===== src/hdl/bdtp_pkg.sv =====
`default_nettype none
package bdtp_pkg;

  localparam logic [7:0] CH_NUL  = 8'h00;
  localparam logic [7:0] CH_ZERO = 8'h30;
  localparam logic [7:0] CH_NINE = 8'h39;
  localparam logic [7:0] CH_SEP  = 8'h54;

  // Character positions; POS_DONE marks a finished string.
  localparam int unsigned POS_W = 4;
  localparam logic [POS_W-1:0] POS_LAST = 4'd14;
  localparam logic [POS_W-1:0] POS_DONE = 4'd15;

  localparam int unsigned QDEPTH  = 2;
  localparam int unsigned QPTR_W  = (QDEPTH > 1) ? $clog2(QDEPTH) : 1;
  localparam int unsigned QCNT_W  = $clog2(QDEPTH + 1);

  localparam logic [6:0] MONTH_MAX  = 7'd12;
  localparam logic [6:0] HOUR_MAX   = 7'd23;
  localparam logic [6:0] MINSEC_MAX = 7'd59;
  localparam logic [6:0] MONTH_FEB  = 7'd2;
  localparam logic [4:0] FEB_LEAP   = 5'd29;
  localparam logic [4:0] FEB_NORM   = 5'd28;

  localparam logic [4:0] MONTH_LEN [12] = '{
    5'd31, 5'd0, 5'd31, 5'd30, 5'd31, 5'd30,
    5'd31, 5'd31, 5'd30, 5'd31, 5'd30, 5'd31
  };

  typedef enum logic [1:0] {
    OP_STEP,
    OP_FAIL,
    OP_REARM
  } op_t;

  typedef enum logic [2:0] {
    FLD_YEAR,
    FLD_MONTH,
    FLD_DAY,
    FLD_SEP,
    FLD_HOUR,
    FLD_MINUTE,
    FLD_SECOND
  } fld_t;

  typedef struct packed {
    op_t        op;
    fld_t       fsel;
    logic [3:0] digit;
    logic       bad;
    logic       last;
  } cmd_t;

  // Length of a month; zero for a month number outside the year.
  function automatic logic [4:0] month_days(input logic [1:0] year_low,
                                            input logic [6:0] month);
    logic [3:0] idx;
    idx = month[3:0] - 4'd1;
    if (month == MONTH_FEB) begin
      month_days = (year_low == 2'd0) ? FEB_LEAP : FEB_NORM;
    end else if (month >= 7'd1 && month <= MONTH_MAX) begin
      month_days = MONTH_LEN[idx];
    end else begin
      month_days = 5'd0;
    end
  endfunction

endpackage
`default_nettype wire


===== src/hdl/bdtp_ifs.sv =====
`default_nettype none
interface bdtp_in_if;
  logic       valid;
  logic       ready;
  logic [7:0] ch;

  modport source (output valid, output ch, input ready);
  modport sink (input valid, input ch, output ready);
endinterface

interface bdtp_out_if;
  logic        valid;
  logic        ready;
  logic        ok;
  logic [13:0] year;
  logic [6:0]  month;
  logic [6:0]  day;
  logic [6:0]  hour;
  logic [6:0]  minute;
  logic [6:0]  second;

  modport source (output valid, output ok, output year, output month, output day,
                  output hour, output minute, output second, input ready);
  modport sink (input valid, input ok, input year, input month, input day,
                input hour, input minute, input second, output ready);
endinterface
`default_nettype wire


===== src/hdl/bdtp_front.sv =====
`default_nettype none
module bdtp_front (
  input  wire logic            clk,
  input  wire logic            rst_n,
  bdtp_in_if.sink              in_chan,
  input  wire logic            q_ready,
  output bdtp_pkg::cmd_t       q_cmd,
  output logic                 q_push
);
  import bdtp_pkg::*;

  logic [POS_W-1:0] pos_r;
  logic [POS_W-1:0] pos_nxt;
  logic             accept;
  logic             is_nul;
  logic             is_digit;
  fld_t             fsel;

  assign in_chan.ready = q_ready;
  assign accept        = in_chan.valid && q_ready;
  assign is_nul        = (in_chan.ch == CH_NUL);
  assign is_digit      = (in_chan.ch >= CH_ZERO) && (in_chan.ch <= CH_NINE);

  always_comb begin
    if (pos_r < 4'd4) begin
      fsel = FLD_YEAR;
    end else if (pos_r < 4'd6) begin
      fsel = FLD_MONTH;
    end else if (pos_r < 4'd8) begin
      fsel = FLD_DAY;
    end else if (pos_r == 4'd8) begin
      fsel = FLD_SEP;
    end else if (pos_r < 4'd11) begin
      fsel = FLD_HOUR;
    end else if (pos_r < 4'd13) begin
      fsel = FLD_MINUTE;
    end else begin
      fsel = FLD_SECOND;
    end
  end

  always_comb begin
    q_cmd.fsel  = fsel;
    q_cmd.digit = 4'(in_chan.ch - CH_ZERO);
    q_cmd.last  = (pos_r == POS_LAST);
    q_cmd.bad   = (fsel == FLD_SEP) ? (in_chan.ch != CH_SEP) : !is_digit;
    q_push      = 1'b0;
    pos_nxt     = pos_r;
    if (is_nul) begin
      q_cmd.op = (pos_r == POS_DONE) ? OP_REARM : OP_FAIL;
      q_push   = accept;
      pos_nxt  = '0;
    end else begin
      q_cmd.op = OP_STEP;
      // Characters after a finished string are dropped here.
      if (pos_r != POS_DONE) begin
        q_push  = accept;
        pos_nxt = pos_r + 4'd1;
      end
    end
  end

  always_ff @(posedge clk) begin
    if (!rst_n) begin
      pos_r <= '0;
    end else if (accept) begin
      pos_r <= pos_nxt;
    end
  end

endmodule
`default_nettype wire


===== src/hdl/bdtp_queue.sv =====
`default_nettype none
module bdtp_queue (
  input  wire logic            clk,
  input  wire logic            rst_n,
  input  wire logic            push,
  input  wire bdtp_pkg::cmd_t  push_cmd,
  output logic                 push_ready,
  input  wire logic            pop,
  output bdtp_pkg::cmd_t       pop_cmd,
  output logic                 pop_valid
);
  import bdtp_pkg::*;

  cmd_t              mem_r [QDEPTH];
  logic [QPTR_W-1:0] wr_ptr_r;
  logic [QPTR_W-1:0] rd_ptr_r;
  logic [QCNT_W-1:0] cnt_r;
  logic              do_push;
  logic              do_pop;

  assign push_ready = (cnt_r != QCNT_W'(QDEPTH));
  assign pop_valid  = (cnt_r != '0);
  assign pop_cmd    = mem_r[rd_ptr_r];
  assign do_push    = push && push_ready;
  assign do_pop     = pop && pop_valid;

  function automatic logic [QPTR_W-1:0] next_ptr(input logic [QPTR_W-1:0] p);
    next_ptr = (p == QPTR_W'(QDEPTH - 1)) ? '0 : p + QPTR_W'(1);
  endfunction

  always_ff @(posedge clk) begin
    if (do_push) begin
      mem_r[wr_ptr_r] <= push_cmd;
    end
  end

  always_ff @(posedge clk) begin
    if (!rst_n) begin
      wr_ptr_r <= '0;
      rd_ptr_r <= '0;
      cnt_r    <= '0;
    end else begin
      if (do_push) begin
        wr_ptr_r <= next_ptr(wr_ptr_r);
      end
      if (do_pop) begin
        rd_ptr_r <= next_ptr(rd_ptr_r);
      end
      if (do_push && !do_pop) begin
        cnt_r <= cnt_r + QCNT_W'(1);
      end else if (do_pop && !do_push) begin
        cnt_r <= cnt_r - QCNT_W'(1);
      end
    end
  end

endmodule
`default_nettype wire


===== src/hdl/bdtp_back.sv =====
`default_nettype none
module bdtp_back (
  input  wire logic            clk,
  input  wire logic            rst_n,
  input  wire bdtp_pkg::cmd_t  cmd,
  input  wire logic            cmd_valid,
  output logic                 cmd_pop,
  bdtp_out_if.source           out_chan
);
  import bdtp_pkg::*;

  logic        err_r, err_nxt;
  logic [13:0] year_r, year_nxt;
  logic [6:0]  month_r, month_nxt;
  logic [6:0]  day_r, day_nxt;
  logic [6:0]  hour_r, hour_nxt;
  logic [6:0]  minute_r, minute_nxt;
  logic [6:0]  second_r, second_nxt;

  logic        out_valid_r;
  logic        out_ok_r;
  logic [13:0] out_year_r;
  logic [6:0]  out_month_r, out_day_r, out_hour_r, out_minute_r, out_second_r;

  logic [17:0] year_mac;
  logic [6:0]  fld_cur;
  logic [10:0] fld_mac;
  logic [6:0]  fld_new;
  logic        emit;
  logic        emit_ok;
  logic        fields_ok;
  logic [4:0]  dmax;

  assign cmd_pop = cmd_valid && (!out_valid_r || out_chan.ready);

  always_comb begin
    unique case (cmd.fsel)
      FLD_MONTH:  fld_cur = month_r;
      FLD_DAY:    fld_cur = day_r;
      FLD_HOUR:   fld_cur = hour_r;
      FLD_MINUTE: fld_cur = minute_r;
      FLD_SECOND: fld_cur = second_r;
      default:    fld_cur = '0;
    endcase
  end

  assign year_mac = 18'(year_r) * 18'd10 + 18'(cmd.digit);
  assign fld_mac  = 11'(fld_cur) * 11'd10 + 11'(cmd.digit);
  assign fld_new  = fld_mac[6:0];

  always_comb begin
    err_nxt    = err_r;
    year_nxt   = year_r;
    month_nxt  = month_r;
    day_nxt    = day_r;
    hour_nxt   = hour_r;
    minute_nxt = minute_r;
    second_nxt = second_r;
    unique case (cmd.op)
      OP_STEP: begin
        if (cmd.bad) begin
          err_nxt = 1'b1;
        end else begin
          unique case (cmd.fsel)
            FLD_YEAR:   year_nxt   = year_mac[13:0];
            FLD_MONTH:  month_nxt  = fld_new;
            FLD_DAY:    day_nxt    = fld_new;
            FLD_HOUR:   hour_nxt   = fld_new;
            FLD_MINUTE: minute_nxt = fld_new;
            FLD_SECOND: second_nxt = fld_new;
            default:    err_nxt    = err_r;
          endcase
        end
      end
      OP_FAIL, OP_REARM: begin
        err_nxt    = 1'b0;
        year_nxt   = '0;
        month_nxt  = '0;
        day_nxt    = '0;
        hour_nxt   = '0;
        minute_nxt = '0;
        second_nxt = '0;
      end
      default: err_nxt = err_r;
    endcase
  end

  // Range checks run on the values that include the final character.
  assign dmax      = month_days(year_nxt[1:0], month_nxt);
  assign fields_ok = (month_nxt >= 7'd1) && (month_nxt <= MONTH_MAX) &&
                     (day_nxt >= 7'd1) && (day_nxt <= 7'(dmax)) &&
                     (hour_nxt <= HOUR_MAX) && (minute_nxt <= MINSEC_MAX) &&
                     (second_nxt <= MINSEC_MAX);
  assign emit      = (cmd.op == OP_FAIL) || ((cmd.op == OP_STEP) && cmd.last);
  assign emit_ok   = (cmd.op == OP_STEP) && !err_nxt && fields_ok;

  always_ff @(posedge clk) begin
    if (cmd_pop && emit) begin
      out_ok_r     <= emit_ok;
      // A failed string reports the fields as they stood before the terminator.
      out_year_r   <= (cmd.op == OP_FAIL) ? year_r : year_nxt;
      out_month_r  <= (cmd.op == OP_FAIL) ? month_r : month_nxt;
      out_day_r    <= (cmd.op == OP_FAIL) ? day_r : day_nxt;
      out_hour_r   <= (cmd.op == OP_FAIL) ? hour_r : hour_nxt;
      out_minute_r <= (cmd.op == OP_FAIL) ? minute_r : minute_nxt;
      out_second_r <= (cmd.op == OP_FAIL) ? second_r : second_nxt;
    end
  end

  always_ff @(posedge clk) begin
    if (!rst_n) begin
      out_valid_r <= 1'b0;
      err_r       <= 1'b0;
      year_r      <= '0;
      month_r     <= '0;
      day_r       <= '0;
      hour_r      <= '0;
      minute_r    <= '0;
      second_r    <= '0;
    end else begin
      if (cmd_pop) begin
        err_r    <= err_nxt;
        year_r   <= year_nxt;
        month_r  <= month_nxt;
        day_r    <= day_nxt;
        hour_r   <= hour_nxt;
        minute_r <= minute_nxt;
        second_r <= second_nxt;
      end
      if (cmd_pop && emit) begin
        out_valid_r <= 1'b1;
      end else if (out_chan.ready) begin
        out_valid_r <= 1'b0;
      end
    end
  end

  assign out_chan.valid  = out_valid_r;
  assign out_chan.ok     = out_ok_r;
  assign out_chan.year   = out_year_r;
  assign out_chan.month  = out_month_r;
  assign out_chan.day    = out_day_r;
  assign out_chan.hour   = out_hour_r;
  assign out_chan.minute = out_minute_r;
  assign out_chan.second = out_second_r;

endmodule
`default_nettype wire


===== src/hdl/basic_datetime_text_parser_core.sv =====
// Character-serial parser for date and time text of the form YYYYMMDDTHHMMSS.
// The block takes one character beat per cycle, sustained, as long as results
// are taken; the one decimal multiply-add per character in the execute stage
// sets that figure. A result is registered as its last beat leaves the queue:
// the fifteenth character (ok tells whether the text and the date and time
// are valid, with February 29 allowed in years divisible by four) or a zero
// character that ends the text early (ok low, fields not reached read zero).
// After a completed string characters are dropped until a zero rearms the
// parser; that zero gives no result. A two-entry queue separates the character
// classifier from the execute stage so each side can stall on its own.
`default_nettype none
module basic_datetime_text_parser_core (
  input  wire logic  clk,
  input  wire logic  rst_n,
  bdtp_in_if.sink    in_chan,
  bdtp_out_if.source out_chan
);
  import bdtp_pkg::*;

  cmd_t push_cmd;
  cmd_t pop_cmd;
  logic push;
  logic push_ready;
  logic pop;
  logic pop_valid;

  bdtp_front u_front (
    .clk     (clk),
    .rst_n   (rst_n),
    .in_chan (in_chan),
    .q_ready (push_ready),
    .q_cmd   (push_cmd),
    .q_push  (push)
  );

  bdtp_queue u_queue (
    .clk        (clk),
    .rst_n      (rst_n),
    .push       (push),
    .push_cmd   (push_cmd),
    .push_ready (push_ready),
    .pop        (pop),
    .pop_cmd    (pop_cmd),
    .pop_valid  (pop_valid)
  );

  bdtp_back u_back (
    .clk       (clk),
    .rst_n     (rst_n),
    .cmd       (pop_cmd),
    .cmd_valid (pop_valid),
    .cmd_pop   (pop),
    .out_chan  (out_chan)
  );

endmodule
`default_nettype wire


===== src/flat_wrapper.sv =====
// flat-port wrapper written by rule: the top's interface ports become plain ports
module basic_datetime_text_parser_core_flat import bdtp_pkg::*;
  (clk, rst_n, in_chan_valid, in_chan_ch, in_chan_ready, out_chan_valid, out_chan_ok, out_chan_year, out_chan_month, out_chan_day, out_chan_hour, out_chan_minute, out_chan_second, out_chan_ready);
  bdtp_in_if in_chan_i ();
  bdtp_out_if out_chan_i ();
  input  wire logic clk;
  input  wire logic rst_n;
  input wire logic [$bits(in_chan_i.valid)-1:0] in_chan_valid;
  input wire logic [$bits(in_chan_i.ch)-1:0] in_chan_ch;
  output wire logic [$bits(in_chan_i.ready)-1:0] in_chan_ready;
  output wire logic [$bits(out_chan_i.valid)-1:0] out_chan_valid;
  output wire logic [$bits(out_chan_i.ok)-1:0] out_chan_ok;
  output wire logic [$bits(out_chan_i.year)-1:0] out_chan_year;
  output wire logic [$bits(out_chan_i.month)-1:0] out_chan_month;
  output wire logic [$bits(out_chan_i.day)-1:0] out_chan_day;
  output wire logic [$bits(out_chan_i.hour)-1:0] out_chan_hour;
  output wire logic [$bits(out_chan_i.minute)-1:0] out_chan_minute;
  output wire logic [$bits(out_chan_i.second)-1:0] out_chan_second;
  input wire logic [$bits(out_chan_i.ready)-1:0] out_chan_ready;
  assign in_chan_i.valid = in_chan_valid;
  assign in_chan_i.ch = in_chan_ch;
  assign in_chan_ready = in_chan_i.ready;
  assign out_chan_valid = out_chan_i.valid;
  assign out_chan_ok = out_chan_i.ok;
  assign out_chan_year = out_chan_i.year;
  assign out_chan_month = out_chan_i.month;
  assign out_chan_day = out_chan_i.day;
  assign out_chan_hour = out_chan_i.hour;
  assign out_chan_minute = out_chan_i.minute;
  assign out_chan_second = out_chan_i.second;
  assign out_chan_i.ready = out_chan_ready;
  basic_datetime_text_parser_core u_core (.clk(clk), .rst_n(rst_n), .in_chan(in_chan_i), .out_chan(out_chan_i));
endmodule

===== config.mk =====
export PLATFORM = sky130hd
export DESIGN_NAME = basic_datetime_text_parser_core_flat
export DESIGN_NICKNAME = d
export VERILOG_FILES = /design/src/hdl/bdtp_pkg.sv /design/src/hdl/bdtp_ifs.sv /design/src/hdl/bdtp_front.sv /design/src/hdl/bdtp_queue.sv /design/src/hdl/bdtp_back.sv /design/src/hdl/basic_datetime_text_parser_core.sv /design/src/flat_wrapper.sv
export SDC_FILE = /design/constraint.sdc
export NUM_CORES = 1
export LEC_CHECK = 0
export ABC_AREA = 0
export BUFFER_PORTS_ARGS = -buffer_cell sky130_fd_sc_hd__clkbuf_2
export CAP_MARGIN = 20
export CORE_MARGIN = 2
export CORE_UTILIZATION = 50
export DETAILED_ROUTE_END_ITERATION = 10
export PLACE_DENSITY = 0.73
export SYNTH_ARGS = -nofsm -noshare
export SYNTH_HDL_FRONTEND = slang
export SYNTH_SLANG_ARGS = --single-unit

===== constraint.sdc =====
create_clock -name clk -period 7.05 [get_ports clk]
set_input_delay 0.3525 -clock clk [delete_from_list [all_inputs] [get_ports clk]]
set_output_delay 0.3525 -clock clk [all_outputs]
set_load 0.02 [all_outputs]

Yosys cells after proc, flatten, opt, wreduce, memory -nomap -nowiden:

Memories as Yosys holds them, arrays and structs flattened. A register that Yosys moved wholly into a read port is not among the register bits.
Cells that the tools add are included.

* register bits after elaboration: 109
* logic and storage cells: 152
* memories: 2
* latch bits: 0
* memory bits (writable): 22
* ROM bits: 80
* bits of input ports: 12
* output and inout port bits: 52

Memories
* (no name shown): words 16, bits a word 5, read ports 1, clocked after Yosys merged registers in 0, write ports 0, RTL line bdtp_pkg.sv:62 `month_days = MONTH_LEN[idx];`
* u_core.u_queue.mem_r: words 2, bits a word 11, read ports 1, clocked after Yosys merged registers in 1, write ports 1, RTL line bdtp_queue.sv:14 `cmd_t mem_r [QDEPTH];`

* add/subtract/negate cells: 9
* reduce and logical (&&, ||, !) cells: 34
* multiplexer cells: 55
* shift-type cells: 0
* eq/ne operators: 15
* order comparisons: 15
* $mul: 2
* bitwise operators: 1
* div/mod/pow operators: 0

Operators by type and width (number)
* two-way mux 7 bit: 15
* one-hot mux 7 bit (2 select lines): 5
* two-way mux 14 bit: 3
* one-hot mux 7 bit (5 select lines): 1
* one-hot mux 14 bit (2 select lines): 1
* two-way mux 5 bit: 4
* logical AND 1 bit: 17
* adder 14 x 4 -> 14 bit: 1
* >= comparator 7 x 1 -> 1 bit, second input constant: 2
* <= comparator 7 x 6 -> 1 bit, second input constant: 2
* multiplier 14 x 3 -> 13 bit, second input constant: 1
* two-way mux 1 bit: 13
* == test 4 bit, second input constant: 3
* less-than comparator 4 bit, second input constant: 3
* two-way mux 2 bit: 6
* two-way mux 3 bit: 4
* == test 3 bit, second input constant: 3
* >= comparator 8 x 6 -> 1 bit, second input constant: 1
* <= comparator 8 x 6 -> 1 bit, second input constant: 1
* zero test 8 bit: 1
* less-than comparator 4 x 3 -> 1 bit, second input constant: 2
* two-way mux 4 bit: 2
* != test 8 x 7 -> 1 bit, second input constant: 1
* nonzero test 2 bit: 4
* other kinds (26): 35

Depth between registers and ports, before layout:

* word-level depth: 20
* mapped depth: 30
* mapped depth without buffers: 26

Cells and area by module:

From an unflattened synthesis, not the netlist that was laid out.

* cells, all modules: 787
* area total of the unflattened synthesis: 7810.0 µm²

By module, submodules not included
* bdtp_back: area each 6322.3 µm², seq. area each 2522.4 µm², instances 1, cells an instance 668
* bdtp_queue: area each 1032.2 µm², seq. area each 760.7 µm², instances 1, cells an instance 58
* bdtp_front: area each 455.4 µm², seq. area each 80.1 µm², instances 1, cells an instance 61

Least setup slack after synthesis:

No wires, ideal clock.

* path kind: flip-flop to flip-flop
* start: mem u_core.u_queue.mem_r[1][6] (netlist bit)
* end: reg u_core.u_back.out_ok_r (netlist: u_core.u_back.out_chan.ok) (data pin)
* data required time: 6880 ps
* period minus slack after synthesis: 5728 ps
* setup slack: 1322 ps
* arrival: 5558 ps
* library setup time: 170 ps
* cell stages (with the launch flop): 28
* buffers on the path: 2
* cells stage by stage: edfxtp_1 nor4bb_1 or2_0 clkbuf_1 a222oi_1 nand2_1 ha_1 ha_1 inv_1 fa_1 nand2b_1 or4_1 nand2_1 a32o_1 o221ai_1 buf_2 or2_2 nand2_1 nand2_1 ha_1 nor2b_1 o21a_1 o21a_1 o21ai_0 a22oi_1 nor4_2 o311ai_1 nor4_2

RTL lines
* start: declaration: RTL line bdtp_queue.sv:14
* end signal: assignment: RTL line bdtp_back.sv:99 `out_ok_r <= emit_ok;`
* end: declaration: RTL line bdtp_back.sv:21 `logic out_ok_r;`

==> results summary <==
Of all nets on the critical path, the largest fanout is 14. The detailed router's first-iteration violation count is just over 700. The H-tree was split into 4 levels. Counting every instance in the synthesized netlist gives roughly 770.

The worst path buffer plus inverter count is 1. The type of origin of the critical path is a flip-flop. The run finished with clean final reports.

The final layout net count came out at between 800 and 900. The number of enable flip-flop cells after synthesis came out at 72. The number of hold-repair buffers added at the cts stage came out at 0. The via count of the first global-routing pass came out at ~6,300. The number of setup buffers added after CTS came out at 0. The initial utilization of the core area, before any placement, comes to 0.507.

The number of clock sinks came out at between 100 and 150. The most numerous cell type found on the critical path is nand2_1. For this run, the leading register cell type out of synthesis is edfxtp_1. Clock tree synthesis selected as its root buffer the cell clkbuf_16. The count of final hold-check violations was 0. The clock reaches the later pin of the worst-skew pair after 0.42 ns.

Of the total power, the clock network draws 0.321. The biggest area contributor in the post-synthesis netlist is edfxtp_1. For this design, the slowest cell found on the critical path is a222oi_1. The maximum count of clock buffers along a single path is 2. In this run, post-CTS repair resized a total of 0 instances. The number of DRC violations after detailed routing is 0. Measured against its own limit, the worst slew margin works out to 0.334. Buffers placed on the I/O ports in this run total 63. The total of flip-flops plus latches after synthesis is about 130. The final clock skew is 0.00836 ns. The path category of the worst min-delay check is in -> reg. During I/O placement, the number of pins put on the boundary was between 60 and 70.

After detailed routing, the average wire length per cell comes to ~21 um. The switching power share of the total is 0.370. The horizontal die dimension came out at around 130 um. The minimum clock period came out at 6.55 ns.

The pin count of the biggest net entering global routing is 62. The net count of the mapped netlist is between 800 and 900. The total setup violations reported at the end of the flow came out at 0.

The arrival time of the worst setup path is 6.80 ns. The first-pass GRT wire length came out at about 34 mm. By count the netlist is led by 72 x edfxtp_1, 70 x nand2_1, 60 x dfxtp_1. Max-cap violations in this run came to 0. Summed over all nets, the switching power comes to 1.00 mW. After synthesis, the cell types taking the most area are edfxtp_1 28%, dfxtp_1 16%, ha_1 6.4%, a22oi_1 5.0%, nor2b_1 4.2%. The mapped netlist covers around 7600 um^2. The number of iterations in the first detailed-routing pass came out at 8.

The area of the multi-input gates came out at 4070 um^2. The post-synthesis area per instance came out at 9.97 um^2. The congestion estimate from routability-driven global placement came to ~1. The ratio of routed vias to standard cells is 6.34. The count of nets left with antenna violations once routing finished came out at 0. The internal power of the cells is between 1.5 and 2 mW.

The number of vias after detailed routing is 6,548. The most common cell in the synthesized netlist is edfxtp_1. The maximum ir drop on the vdd rail is around 180 uV. The overall global routing resource usage came out at 0.268. STA classifies the critical path endpoint as a flip-flop. The number of different library cells used by synthesis comes to 71. The share of the synthesized area in the top cell type is 0.283. For this run, asynchronously set or reset flops after synthesis account for 0.

The share of the clock period used by the worst path is 0.929. Fill cells in the final layout number 1,276. The region available for standard cell placement spans about 15,000 um^2. For the final routed database, the setup TNS stands at 0 ns. The combinational share of power came out at 0.308.

The sequential share of power is 0.370. The placement row count came out at 45. The total global routing overflow is 0.

The largest single stage delay on the critical path is between 0.6 and 0.7 ns. The maximum clock rate is between 150 and 200 MHz. The slew at the pin closest to its max-slew limit came out at 0.996 ns. The critical setup path kind is reg -> reg. The number of synthesis warnings is 0. TritonCTS built the clock tree. The final-report max-slew violation count is 0. The utilization after layout came out at 0.583. Setup repair after global routing left no endpoint under its margin. The register clock-pin slew on the reported worst setup and hold paths is approximately 0.060 ns. The area taken by flip-flops and latches came out at about 3400 um^2. The final antenna diode count came out at 0. The leakage component of the power is 3.31 nW. The number of buffers added by the clock tree synthesis step came out at 17. Grouping stages by cell kind, the critical path spends the most delay in simple AND/OR/NAND/NOR gates.

The wire length reported by the detailed router came out at 21.2 mm. The share of layout cells above drive strength 1 came out at 0.153. The die height came out at between 100 and 150 um. The full die area is around 16,000 um^2. The number of antenna violations at the first check in global routing is 0. Dividing total power by cell area gives a power density of around 310 nW/um^2.

The HPWL after detailed placement is about 15 mm. The endpoint required time on the critical path came out at around 7.3 ns. Compared with the post-synthesis result, the final layout area differs by 14.9%.

The part of the Yosys area used for sequential elements came out at 0.441.
==> logic make-up (layout without fill, tap and decap cells) <==
family                   Yosys count  after routing  synth area share
XOR/XNOR                          26             26            0.0298
multiplexers                      16             16            0.0221
adder cells (fa/ha/maj)           43             43            0.0745
AO/OA/AOI/OAI                    235            235             0.220
buffers and inverters             48            127            0.0272
AND/OR/NAND/NOR                  265            265             0.185
flip-flops                       132            132             0.441
==> area by class of cell <==
class	count	area share
Tap cell	188	0.0268
Clock inverter	10	0.0109
Timing Repair Buffer	76	0.0494
Inverter	19	0.00814
Clock buffer	22	0.0565
Multi-Input combinational cell	585	0.464
Sequential cell	132	0.384
==> flip-flops by register name (all words and copies together), names as in the netlist, named ones only <==
register	flops
u_core.u_back.minute_r	7
u_core.u_back.out_chan.day	7
u_core.u_back.out_chan.ok	1
u_core.u_back.out_chan.minute	7
u_core.u_back.out_chan.hour	7
u_core.u_queue.rd_ptr_r	1
u_core.u_back.year_r	14
u_core.u_back.second_r	7
u_core.u_back.month_r	7
u_core.u_queue.mem_r	22
u_core.u_back.out_chan.second	7
u_core.u_back.err_r	1
u_core.u_queue.cnt_r	2
u_core.u_back.hour_r	7
u_core.u_queue.wr_ptr_r	1
u_core.u_back.out_chan.year	14
u_core.u_back.day_r	7
u_core.u_front.pos_r	4
u_core.u_back.out_chan.month	7
u_core.u_back.out_chan.valid	1
==> through the flow <==
step / total power, mW / hold WS (ns) / cells / setup slack [ns] / cell area, um^2
2_1_floorplan: 1.56 / 0.451 / 765 / 1.32 / 7630
3_3_place_gp: 1.82 / 0.479 / 999 / 0.943 / 8150
3_5_place_dp: 1.85 / 0.482 / 999 / 0.676 / 8150
4_1_cts: 2.71 / 0.145 / 1031 / 0.655 / 8740
5_1_grt: 2.82 / 0.157 / 1032 / 0.0730 / 8760
6_report: 2.72 / 0.156 / 1032 / 0.503 / 8760
==> per-layer routing <==
metal / share of wire / vias up / routed length [um] / global-route usage
li1: - / 3027 / - / -
met1: 0.43 / 3138 / 9150 / 0.367
met2: 0.45 / 333 / 9580 / 0.411
met3: 0.087 / 50 / 1850 / 0.0536
met4: 0.031 / 0 / 649 / 0.125
met5: 0 / - / 0 / 0
==> cell usage in the layout (no fill, tap or decap), types with 10 or more instances in the layout <==
cell type,instances
ha_1,39
nor3_1,13
o21ai_0,47
dfxtp_1,60
buf_4,12
clkbuf_16,18
a22o_1,23
inv_1,18
and2_1,16
xnor2_1,16
nor2_1,50
clkbuf_2,63
a22oi_1,51
nand2_1,70
edfxtp_1,72
nor2b_1,51
nand3_1,10
a21oi_1,22
a21o_1,14
xor2_1,10
==> path summary, 6_finish.rpt <==
kind	from	end	slack (ns)	cells past startpoint
min reg2reg	u_core.u_back.hour_r[6]	u_core.u_back.hour_r[6]	0.50	2
max reg2reg	flip-flop	u_core.u_back.out_chan.ok	0.50	25
max	flip-flop	u_core.u_back.out_chan.ok	0.50	25
min	in_chan_ch[1]	u_core.u_queue.mem_r[0][3]	0.16	1
==> power by group through the flow <==
| stage | combinational, mW | clock [mW] | sequential [mW] |
|---|---|---|---|
| floorplan | 0.450 | 0 | 1.11 |
| global placement | 0.807 | 0 | 1.01 |
| detailed placement | 0.823 | 0 | 1.02 |
| CTS | 0.826 | 0.881 | 1.01 |
| global route | 0.891 | 0.908 | 1.02 |
| finish | 0.837 | 0.872 | 1.01 |
Note: power is estimated with default switching activity, not from simulation.
